**config.mk**
```make
export PLATFORM = sky130hd
export DESIGN_NAME = swm_cell
export DESIGN_NICKNAME = d
export VERILOG_FILES = /design/src/design/swm_pkg.sv /design/src/design/swm_cell.sv
export SDC_FILE = /design/constraint.sdc
export NUM_CORES = 1
export LEC_CHECK = 0
export ABC_AREA = 0
export CORE_ASPECT_RATIO = 1.4
export CORE_MARGIN = 8
export CORE_UTILIZATION = 35
export DETAILED_ROUTE_END_ITERATION = 8
export DONT_BUFFER_PORTS = 1
export PLACE_DENSITY = 0.59
export SETUP_SLACK_MARGIN = 0.02
export SYNTH_ARGS = -nofsm -noshare
export SYNTH_HDL_FRONTEND = slang
export SYNTH_SLANG_ARGS = --single-unit
```
**constraint.sdc**
```tcl
create_clock -name clock -period 3.6 [get_ports clock]
set_input_delay 0.72 -clock clock [delete_from_list [all_inputs] [get_ports clock]]
set_output_delay 0.72 -clock clock [all_outputs]
set_load 0.02 [all_outputs]
```
**src/design/swm_pkg.sv**
```systemverilog
// Shared types and constants for the sliding-window median filter.
// Used by swm_cell, swm_out_fifo and sliding_window_median; depends on nothing.

package swm_pkg;

   localparam int WINDOW_MAX  = 64;
   localparam int SAMPLE_BITS = 32;
   localparam int SLOT_W      = $clog2(WINDOW_MAX);
   localparam int SIZE_W      = 7;
   localparam int FIFO_DEPTH  = 4;
   localparam int FIFO_PTR_W  = $clog2(FIFO_DEPTH);
   localparam int FIFO_CNT_W  = $clog2(FIFO_DEPTH + 1);

   localparam logic [SIZE_W-1:0] SIZE_RESET = SIZE_W'(3);

   typedef logic signed [SAMPLE_BITS-1:0] sample_type;
   typedef logic [SLOT_W-1:0]             slot_type;

   // Update broadcast to every cell for one accepted word.
   typedef struct packed {
      logic       wr;
      logic       full;
      slot_type   old_slot;
      slot_type   new_slot;
      sample_type key;
   } ctl_type;

   // What a cell shows its two neighbors.
   typedef struct packed {
      sample_type value;
      slot_type   slot;
      logic       greater;
      logic       removed;
   } link_type;

endpackage

```
**src/design/swm_cell.sv**
```systemverilog
// One position of the sorted window: a sample and the ring slot it arrived in.
// Depends on swm_pkg; instantiated in a row by sliding_window_median.

module swm_cell (
   input  logic              clock,
   input  swm_pkg::ctl_type  ctl,
   input  logic              cell_valid,
   input  swm_pkg::link_type prev_link,
   input  swm_pkg::link_type next_link,
   output swm_pkg::link_type link
);

   swm_pkg::sample_type value_ff, value_in;
   swm_pkg::slot_type   slot_ff, slot_in;
   logic                greater, del, removed;
   logic                gr_prev, gr_own;
   swm_pkg::sample_type r_prev_value, r_own_value;
   swm_pkg::slot_type   r_prev_slot, r_own_slot;

   always_comb begin
      greater = !cell_valid || (value_ff > ctl.key);
      del     = ctl.full && cell_valid && (slot_ff == ctl.old_slot);
      removed = prev_link.removed || del;

      // Window after the oldest sample is taken out, seen from this cell.
      r_prev_value = prev_link.removed ? value_ff : prev_link.value;
      r_prev_slot  = prev_link.removed ? slot_ff  : prev_link.slot;
      gr_prev      = prev_link.removed ? greater  : prev_link.greater;
      r_own_value  = removed ? next_link.value   : value_ff;
      r_own_slot   = removed ? next_link.slot    : slot_ff;
      gr_own       = removed ? next_link.greater : greater;

      if (gr_prev) begin
         value_in = r_prev_value;
         slot_in  = r_prev_slot;
      end else if (gr_own) begin
         value_in = ctl.key;
         slot_in  = ctl.new_slot;
      end else begin
         value_in = r_own_value;
         slot_in  = r_own_slot;
      end
   end

   always_ff @(posedge clock) begin
      if (ctl.wr) begin
         value_ff <= value_in;
         slot_ff  <= slot_in;
      end
   end

   assign link.value   = value_ff;
   assign link.slot    = slot_ff;
   assign link.greater = greater;
   assign link.removed = removed;

endmodule

```
Word level (Yosys, flattened, before mapping) --
Index checks and enable logic that the tools add are counted.
Storage, ports and cells: bits in registers 38, word-level logic and storage cells 22, output and inout bits 40, input port bits 128
Cells by class: $lt $le $gt $ge 1, equality and inequality tests 2, multiplexer cells 10, reductions and logical operators 7
Operator list (number):
- $mux 32 | 4
- $gt 32x32->1 | 1
- $mux 6 | 4
- $eq 6x6->1 | 1
- $reduce_and 3->1 | 1
- $reduce_bool 3->1 | 1
- $logic_and 1x1->1 | 2
- $logic_or 1x1->1 | 2
- $mux 1 | 2
- $ne 2x2->1 const B | 1
- $logic_not 1->1 | 1

Depth between registers and ports, before layout --
depth in word-level cells 6, mapped depth 11, depth with buffers taken out 9

Worst setup path before layout --
Ideal clock, no wire load.
path kind input to register, from input port ctl[30] (netlist bit), to register slot_ff[0] (enable), library setup time 0.400 ns, arrival time 3.105 ns, setup slack 0.096 ns, buffers on the path 0, stages 9, data required time 3.200 ns, path through inv_1 > ha_1 > a21oi_1 > nand2_1 > a221oi_1 > a31oi_2 > o21ba_2 > o21ai_0 > o311a_1
On the way: cells in the longest elaborated chain, start to end 5, elaborated cells on any way between the ends 7, classes of those cells order compare: 1; eq/ne: 1; mux: 2; reduce/logical: 3
Ends and longest elaborated chain:
- start, declared | RTL line swm_cell.sv:6 | input swm_pkg::ctl_type ctl,
- $gt 32x32->1 * | RTL line swm_cell.sv:21 | greater = !cell_valid || (value_ff > ctl.key);
- $logic_or 1x1->1 * | RTL line swm_cell.sv:21
- $mux 1 (on tied branches) | RTL line swm_cell.sv:28, swm_cell.sv:31
- $ne 2x2->1 (no source line) or $reduce_bool 3->1 (tied branches)
- $reduce_and 3->1 (no source line) *
- end signal, assigned | RTL line swm_cell.sv:48 | slot_ff <= slot_in;
- end, declared | RTL line swm_cell.sv:14 | swm_pkg::slot_type slot_ff, slot_in;
Mark *: on every way between the ends. The rest lies on a longest branch, timed or not. A chain may end at the register's enable or synchronous reset.

==> reports/qor.csv <==
metric,value,unit
areaGrowthSynthToFinish,9.31,%
arrival,2.63,ns
cts_root_buf,clkbuf_16,
wl,8320,µm
cts.sinks,38,
core-area,0.00898,mm²
grt_pass1_vias,2423,
min_from,prev_link[27],
drtPass1Iterations,4,
antenna_cells,0,
die_h,130,µm
r2r_cells,9,
reg2reg_to,value_ff[31],
cap_violations,0,
ctsHoldBuffers,0,
clk_path_buf_depth,2,
fin_skew,0.00444,ns
cts_buffers,5,
fp.dieW,97.1,µm
crit_fanout,5,
grt_usage,12.7,%
synth.avg_cell_area,12.1,µm²
netlist_top_cells_count,"40 x mux2_4, 38 x edfxtp_1, 37 x inv_1",
die_area,0.0126,mm²
grt_pass1_wl,12600,µm
synth_top_area_share,35.4,%
wire_per_inst,21.9,µm
cell_internal_pwr,0.992,mW
place_inst,372,
cp-startpoint,value_ff[31],
synth_edf_count,38,
outcome,completed,
num_rows,41,
synthDistinctLibCells,33,
antenna_left,0,
antenna_found_initial,0,
timing.rr.start,value_ff[31],
syn_nets,427,
viasPerCell,5.41,
min_to,value_ff[19],
maxSlewHeadroom,71.8,%
yosysMostFrequentCell,mux2_4,
final_hold_viol_count,0,
htree_levels,2,
ys_ff_latch,38,
clkSlewWorstSetupHoldPaths,0.06,ns
io_pins,168,
rsz0062_at_grt,no,
cp_cell_sequence,"ha_1, nand4_2, nor4_4, nor2_1, a31oi_2, o21ba_2, nand2b_1, buf_4",
cp-start-kind,flip-flop,
drive_gt1_share,35.5,%
gp_congestion,0.707,
clk_latency,0.28,ns
synth_cells,267,
setup_viol,0,
slew_viol_final,0,
cts_tree,yes,
route.detailed.drc,0,
power_per_cell_area,394,mW/mm²
grt_max_degree,29,
fin_cells,380,
port_buffers,0,
async_reset_ff_share,0,%
power_frac_comb,25.8,%
end_kind,output port,
postLayoutCoreUtil,39.3,%
grt_overflow,0,
ys_top_cells_by_area,"edfxtp_1 35%, mux2_4 19%, mux2_2 13%",
synthFlopType,edfxtp_1,
crit_type,reg -> out,
ys_warn_count,0,
yosysTopAreaCell,edfxtp_1,
post-route-period-util,93.1,%
initial_core_util,35.9,%
fin_tns_setup,0,ns
p_seq_share,44.2,%
holdPathStages,1,
drt_iter0_markers,70,
power.share.clock,30.0,%
dp_hpwl,6960,µm
switching_share,28.7,%
finalCriticalPeriod,3.35,ns
max_freq,0.298,GHz
ys_seq_area_share,35.4,%
vias,2056,
nNetsFinal,432,
slowest_delay,0.51,ns
synth_area,0.00323,mm²
ir_worst_vdd,0.257,mV
p_sw,0.399,mW
required,2.88,ns
hp-class,in -> reg,
slowest_stage,edfxtp_1,
p_leak,1.52,nW
r2r_setup_slack,0.51,ns
worstMarginPinSlew,0.420,ns
## power by group through the flow
stage | Clock [mW] | Sequential (mW) | Combinational [mW]
floorplan | 0 | 0.613 | 0.300
global placement | 0 | 0.625 | 0.353
detailed placement | 0 | 0.626 | 0.361
CTS | 0.440 | 0.617 | 0.363
global route | 0.449 | 0.620 | 0.398
finish | 0.418 | 0.615 | 0.359
## worst max path at each step
stage / slack, ns / depth (start not counted) / to
global placement: 0.20 / 11 / value_ff[31]
detailed placement: 0.16 / 11 / value_ff[31]
floorplan: 0.1 / 9 / slot_ff[0]
global route: 0.06 / 9 / link[1]
CTS: 0.05 / 9 / link[1]
finish: 0.25 / 8 / link[1]
## routing by layer
layer | part of all wire (%) | vias up | global-route usage (%)
li1 | - | 987 | -
met1 | 34 | 964 | 11.5
met2 | 53 | 92 | 23.6
met3 | 11 | 13 | 6.02
met4 | 2.4 | 0 | 6.09
met5 | 0 | - | 0
## registers in the layout, indices dropped and copies added, names as in the netlist
register,flops
slot_ff,6
value_ff,32
## critical path, delay by kind of cell (launching register included)
family	cells	cell delay [ns]
simple gates	4	0.76
flops	1	0.51
compound gates	2	0.49
buf+inv	1	0.15
fa+ha+maj	1	0.43
## layout make-up
type | instances | area [µm²]
inverter | 37 | 139
fill | 888 | 5450
sequential | 38 | 1140
clock inverter | 3 | 11.3
timing repair buffer | 8 | 85.1
tap | 107 | 134
multi-input combinational | 182 | 1890
clock buffer | 5 | 125
## cell families after synthesis
| group | share of synthesized area [%] |
|---|---|
| and+or+nand+nor | 5.31 |
| DFF | 35.4 |
| xor gates and xnor gates | 1.63 |
| adders and majority gates | 12.4 |
| buffers and inverters | 7.29 |
| AOI/OAI and AO/OA | 6.79 |
| muxes | 31.2 |
## repair_timing
item | CTS | global route
setup endpoints to repair | 0 | 1
hold endpoints to repair | 0 | 0
resized for setup | 0 | 2
setup buffers | 0 | 0
## through the flow
step	hold slack, ns	total power, mW	instance area (µm²)	setup WS, ns
after global routing	0.641	1.47	3530	0.0571
after floorplan	0.938	0.913	3230	0.0956
final	0.652	1.39	3530	0.247
after CTS	0.640	1.42	3510	0.0516
after global placement	0.940	0.978	3370	0.203
after detailed placement	0.941	0.987	3370	0.164
## placed cells by master (no fill, tap or decap), drive strengths merged, types with 4 or more instances in the layout
cell type / count
nand2: 13
a21oi: 15
ha: 32
o21ai: 8
mux2: 76
nand4: 7
nor2: 4
xor2: 6
edfxtp: 38
clkbuf: 5
inv: 37
buf: 8
Power figures use the tool's default switching activity.
