<file path="config.mk">
export PLATFORM = sky130hd
export DESIGN_NAME = swm_out_fifo
export DESIGN_NICKNAME = d
export VERILOG_FILES = /design/src/design/swm_pkg.sv /design/src/design/swm_out_fifo.sv
export SDC_FILE = /design/constraint.sdc
export NUM_CORES = 1
export LEC_CHECK = 0
export BUFFER_PORTS_ARGS = -buffer_cell sky130_fd_sc_hd__clkbuf_2
export CORE_MARGIN = 2
export CORE_UTILIZATION = 56
export DETAILED_ROUTE_END_ITERATION = 10
export PLACE_DENSITY = 0.78
export REMOVE_ABC_BUFFERS = 1
export SETUP_SLACK_MARGIN = 0.15
export SKIP_LAST_GASP = 1
export SYNTH_ARGS = -nofsm -noshare
export SYNTH_HDL_FRONTEND = slang
export SYNTH_SLANG_ARGS = --single-unit
</file>
<file path="constraint.sdc">
create_clock -name clock -period 2.6 [get_ports clock]
set_clock_uncertainty 0.1 [all_clocks]
set_input_delay 0.26 -clock clock [delete_from_list [all_inputs] [get_ports clock]]
set_output_delay 0.26 -clock clock [all_outputs]
set_load 0.005 [all_outputs]
</file>
<file path="src/design/swm_pkg.sv">
// Shared types and constants for the sliding-window median filter.
// Used by swm_cell, swm_out_fifo and sliding_window_median; depends on nothing.

package swm_pkg;

   localparam int WINDOW_MAX  = 64;
   localparam int SAMPLE_BITS = 32;
   localparam int SLOT_W      = $clog2(WINDOW_MAX);
   localparam int SIZE_W      = 7;
   localparam int FIFO_DEPTH  = 4;
   localparam int FIFO_PTR_W  = $clog2(FIFO_DEPTH);
   localparam int FIFO_CNT_W  = $clog2(FIFO_DEPTH + 1);

   localparam logic [SIZE_W-1:0] SIZE_RESET = SIZE_W'(3);

   typedef logic signed [SAMPLE_BITS-1:0] sample_type;
   typedef logic [SLOT_W-1:0]             slot_type;

   // Update broadcast to every cell for one accepted word.
   typedef struct packed {
      logic       wr;
      logic       full;
      slot_type   old_slot;
      slot_type   new_slot;
      sample_type key;
   } ctl_type;

   // What a cell shows its two neighbors.
   typedef struct packed {
      sample_type value;
      slot_type   slot;
      logic       greater;
      logic       removed;
   } link_type;

endpackage

</file>
<file path="src/design/swm_out_fifo.sv">
// Small result queue that decouples the sorted row from the result channel.
// Depends on swm_pkg.

module swm_out_fifo (
   input  logic                               clock,
   input  logic                               reset,
   input  logic                               push,
   input  swm_pkg::sample_type                push_data,
   output logic [swm_pkg::FIFO_CNT_W-1:0]     count,
   output logic                               rsp_valid,
   input  logic                               rsp_stall,
   output swm_pkg::sample_type                rsp_median
);

   localparam int FIFO_CNT_W = swm_pkg::FIFO_CNT_W;

   swm_pkg::sample_type                   mem_ff [swm_pkg::FIFO_DEPTH];
   logic [swm_pkg::FIFO_PTR_W-1:0]        rd_ff, rd_in, wr_ff, wr_in;
   logic [swm_pkg::FIFO_CNT_W-1:0]        count_ff, count_in;
   logic                                  pop;

   always_comb begin
      pop      = (count_ff != '0) && !rsp_stall;
      rd_in    = pop  ? rd_ff + 1'b1 : rd_ff;
      wr_in    = push ? wr_ff + 1'b1 : wr_ff;
      count_in = count_ff + FIFO_CNT_W'(push) - FIFO_CNT_W'(pop);
   end

   always_ff @(posedge clock) begin
      if (reset) begin
         rd_ff    <= '0;
         wr_ff    <= '0;
         count_ff <= '0;
      end else begin
         rd_ff    <= rd_in;
         wr_ff    <= wr_in;
         count_ff <= count_in;
      end
   end

   always_ff @(posedge clock) begin
      if (push) begin
         mem_ff[wr_ff] <= push_data;
      end
   end

   assign count      = count_ff;
   assign rsp_valid  = (count_ff != '0);
   assign rsp_median = mem_ff[rd_ff];

endmodule

</file>
# --- Word level (Yosys, flattened, before mapping) ---
# Memories as Yosys holds them, arrays and structs flattened. A register that Yosys moved wholly into a read port is not among the register bits.
# Index checks and enable logic that the tools add are counted.
totals:
  mem_count: 1
  ramBits: 128
  regBits: 7
  wordCells: 15
  in_bits: 36
  output_inout_bits: 36
mem_list:
  columns: ["name", "words", "width", "read_ports", "rd_ports_with_merged_regs", "write_ports", "line_no", "text"]
  rows:
  - ["mem_ff", 4, 32, 1, 1, 1, "swm_out_fifo.sv:17", "swm_pkg::sample_type mem_ff [swm_pkg::FIFO_DEPTH];"]
op_classes:
  reduce_logical: 3
  muxes: 4
  addsub: 4
ops:
  columns: ["op", "n"]
  rows:
  - ["$add 2x1->2 const B", 2]
  - ["$mux 2", 2]
  - ["$add 3x1->3", 1]
  - ["$reduce_bool 3->1", 1]
  - ["$sub 3x1->3", 1]
  - ["$mux 1", 2]
  - ["$logic_and 1x1->1", 1]
  - ["$logic_not 1->1", 1]

# --- Depth between registers and ports, before layout ---
depth:
  depth_word: 4
  depth_mapped: 9

# --- Worst setup path after synthesis ---
# Ideal clock, no wire load.
synth_path:
  kind: "register -> register"
  startpoint: "register count_ff (netlist bit count[1])"
  endpoint: "register count_ff (netlist bit count[2])"
  period_less_slack_ps: 2062
  setup_slack_ps: 538
  stages_incl_launch_ff: 10
  arrival_time_ps: 1836
  cell_sequence: "dfxtp_1 nor3_2 nor2_1 ha_1 inv_1 ha_1 fa_1 xnor2_1 xnor2_1 nor2_1"
synth_between:
  elab_chain_cells: 3
synth_lines:
  columns: ["element", "line_no", "text"]
  rows:
  - ["start: declaration", "swm_out_fifo.sv:19", "logic [swm_pkg::FIFO_CNT_W-1:0] count_ff, count_in;"]
  - ["start signal: assignment", "swm_out_fifo.sv:37", "count_ff <= count_in;"]
  - ["$reduce_bool 3->1", "swm_out_fifo.sv:23", "pop = (count_ff != '0) && !rsp_stall;"]
  - ["$logic_and 1x1->1", "swm_out_fifo.sv:23", null]
  - ["named net pop", "swm_out_fifo.sv:20", "logic pop;"]
  - ["$sub 3x1->3", "swm_out_fifo.sv:26", "count_in = count_ff + FIFO_CNT_W'(push) - FIFO_CNT_W'(pop);"]
# The timed path passes the listed nets, and every way through them passes these cells.
# A chain may end at the register's enable or synchronous reset.

==> impl_results.md <==
* Register area share after synthesis at 78.7%
* Fill cells at 503
* Die area at 9910 sq um
* Share of post-route cells with drive strength above 1 at 40.6%
* Largest net degree at the start of global routing at 33
* CTS Sinks at 137
* Pwr dens at 875 nW/um^2
* Num ports at 72
* Core Footprint at 8810 sq um
* Async set or reset register ratio after synthesis at 0%
* Number of synthesis warnings at 0
* Setup CP Type: reg -> out
* Slew @ Worst Pin at 460 ps
* Total grt overflow at 0
* First-pass GRT wire length at 14.7 mm
* Peak VDD IR at 0.573 mV
* Vias in the first global route at 2,723
* Die Span X at 99.5 microns
* HP Class: in -> reg
* Layout area overhead at 27.3%
* All-Layer GR Usage at 20.7%
* Crit end category: output pin
* Cells after synthesis at 214
* Syn avg cell area at 23.9 sq um
* DPL Wire Length at 5.06 mm
* P_leak at 2.32 nW
* CTS tree: built
* Crit path time final at 2310 ps
* Post-synth EDFFs at 128
* Grt met3 use at 5.06%
* CTS Buf Count at 17
* Fin crit share at 88.7%
* Reg2Reg Setup Slack at 370 ps
* Vias/cell at 5.52
* Max-Slew Margin vs Limit at 69.3%
* Worst path cell trace: buf_12 -> mux4_1 -> clkbuf_2
* CP max FO at 14
* Routed Antenna Nets at 0
* Fin cells at 458
* Placed instance count at 392
* Max Root-Sink Buffers at 2
* RePlAce Congestion at 0.738
* Unique masters post-synth at 22
* First drt pass iteration count at 4
* Setup TNS at 0 ps
* Met2 Use GR at 33.7%
* Slowest CP cell: mux4_1
* PortBufs at 71
* Worst Hold Slack at 40.4 ps
* Routed Wire Length at 9.30 mm
* Seq cells post-synth at 137
* Initial Util at 58.1%
* Worst EP arrival at 1950 ps
* Status: complete, no violations
* Worst path required time at 2240 ps
* RSZ-0062 raised after global routing: false
* WL/cell at 20.3 microns
* Final nets at 381
* Clk slew on worst S/H paths at 50 ps
* H-tree levels at 4
* # setup viols final at 0
* Final Max Tran Viols at 0
* Met1 Usage GRT at 26.9%
* FP Rows at 34
* GR peak layer: met2
* Cell Area, Synth at 5110 sq um
* # Max-Cap Violations at 0
* Max Clk Rate at 433 MHz
* Startpoint Class: flip-flop
* Drt drc at 0
* Vias at 2,527
* Hold Vio Cnt, Final at 0
* Clock root cell: clkbuf_8
* Clk_lat worst skew at 490 ps
* Initial antenna violation count at 0
* Diode count at 0
* Iter 0 DRT Violations at 206
* Die Height at 99.5 microns
* Main synth FF type: edfxtp_1
* Max stage delay on crit path at 630 ps
-- final timing paths --
path / startpoint / to / cells past startpoint
hold reg to reg: rd_ff[0] / rd_ff[0] / 2
setup reg to reg: count[1] / count[2] / 9
hold / removal: push / wr_ff[0] / 3
setup / recovery: flip-flop / rsp_median[0] / 3
-- registers in the layout (all words and copies together), names as in the netlist, named ones only --
| signal | cells |
|---|---|
| mem_ff | 128 |
| count | 3 |
| rd_ff | 2 |
| wr_ff | 2 |
-- worst max-delay path, delay by kind of cell (launching register included) --
kind	cells	cell delay (ps)
buffers and inverters	2	360
DFF	1	460
muxes	1	630
-- area by class of cell --
cell class	instances	area, sq um	area share, %
flip-flops and latches	137	4030	61.9
clock inverters	12	109	1.67
repair buffers	113	812	12.5
inverters	7	26.3	0.404
clock buffers	19	422	6.48
well taps	108	135	2.08
multi-input cells	62	977	15.0
-- placed cells by master (no fill, tap or decap), drive strengths merged, types with 2 or more instances in the layout --
cell / count
and2: 4
a21oi: 2
nor2: 5
edfxtp: 128
ha: 6
dfxtp: 9
clkbuf: 90
buf: 7
nor2b: 3
inv: 7
dlygate4sd3: 35
clkinv: 9
xnor2: 3
mux4: 32
bufinv: 2
-- power breakdown --
group | switching, mW | leakage (nW) | internal [mW] | total, mW
Combinational | 0.398 | 0.801 | 0.514 | 0.912
Sequential | 0.0874 | 1.25 | 2.55 | 2.64
Clock | 0.805 | 0.263 | 1.34 | 2.14
-- metrics by stage --
| step | setup WS [ps] | instance area, sq um | total power, mW | util, % |
|---|---|---|---|---|
| after floorplan | 103 | 5020 | 3.17 | - |
| after global placement | 497 | 5620 | 3.52 | 63.9 |
| after detailed placement | 383 | 5620 | 3.54 | 63.9 |
| after CTS | 155 | 6510 | 5.73 | 73.9 |
| after global routing | 207 | 6510 | 5.92 | 73.9 |
| final | 293 | 6510 | 5.69 | 73.9 |
-- metal layers --
metal	part of all wire (%)	routed length, microns	vias up
met4	0.97	90	0
met3	4.3	403	6
met5	0	0	-
met1	42	3900	1291
li1	-	-	1133
met2	53	4900	97
-- logic make-up (layout without fill, tap and decap cells) --
| logic type | Yosys count | in the layout | synth area share, % |
|---|---|---|---|
| flops | 137 | 137 | 78.7 |
| mux | 34 | 34 | 14.7 |
| simple gates | 15 | 15 | 1.69 |
| buf+inv | 15 | 151 | 2.28 |
| fa+ha+maj | 7 | 7 | 1.86 |
| compound gates | 3 | 3 | 0.294 |
| xor+xnor | 3 | 3 | 0.514 |
-- Yosys cell counts, types with 2 or more instances --
master	n	area (sq um)
buf_12	3	60.1
a21oi_1	2	10.0
buf_2	3	15.0
edfxtp_1	128	3840
nor2b_1	3	18.8
mux4_1	2	52.6
dfxtp_1	9	180
and2_1	4	25.0
nor2_1	5	18.8
mux4_2	30	676
xnor2_1	3	26.3
inv_1	7	26.3
ha_1	6	75.1
-- timing repair --
action | 4_1_cts | 5_1_grt
endpoints found under the hold margin | 135 | 0
hold buffers | 35 | 0
cloned | 0 | 0
buffers inserted | 0 | 0
setup endpoints to repair | 1 | 1
gates resized for setup | 1 | 1
(Power assumes the default switching activity.)
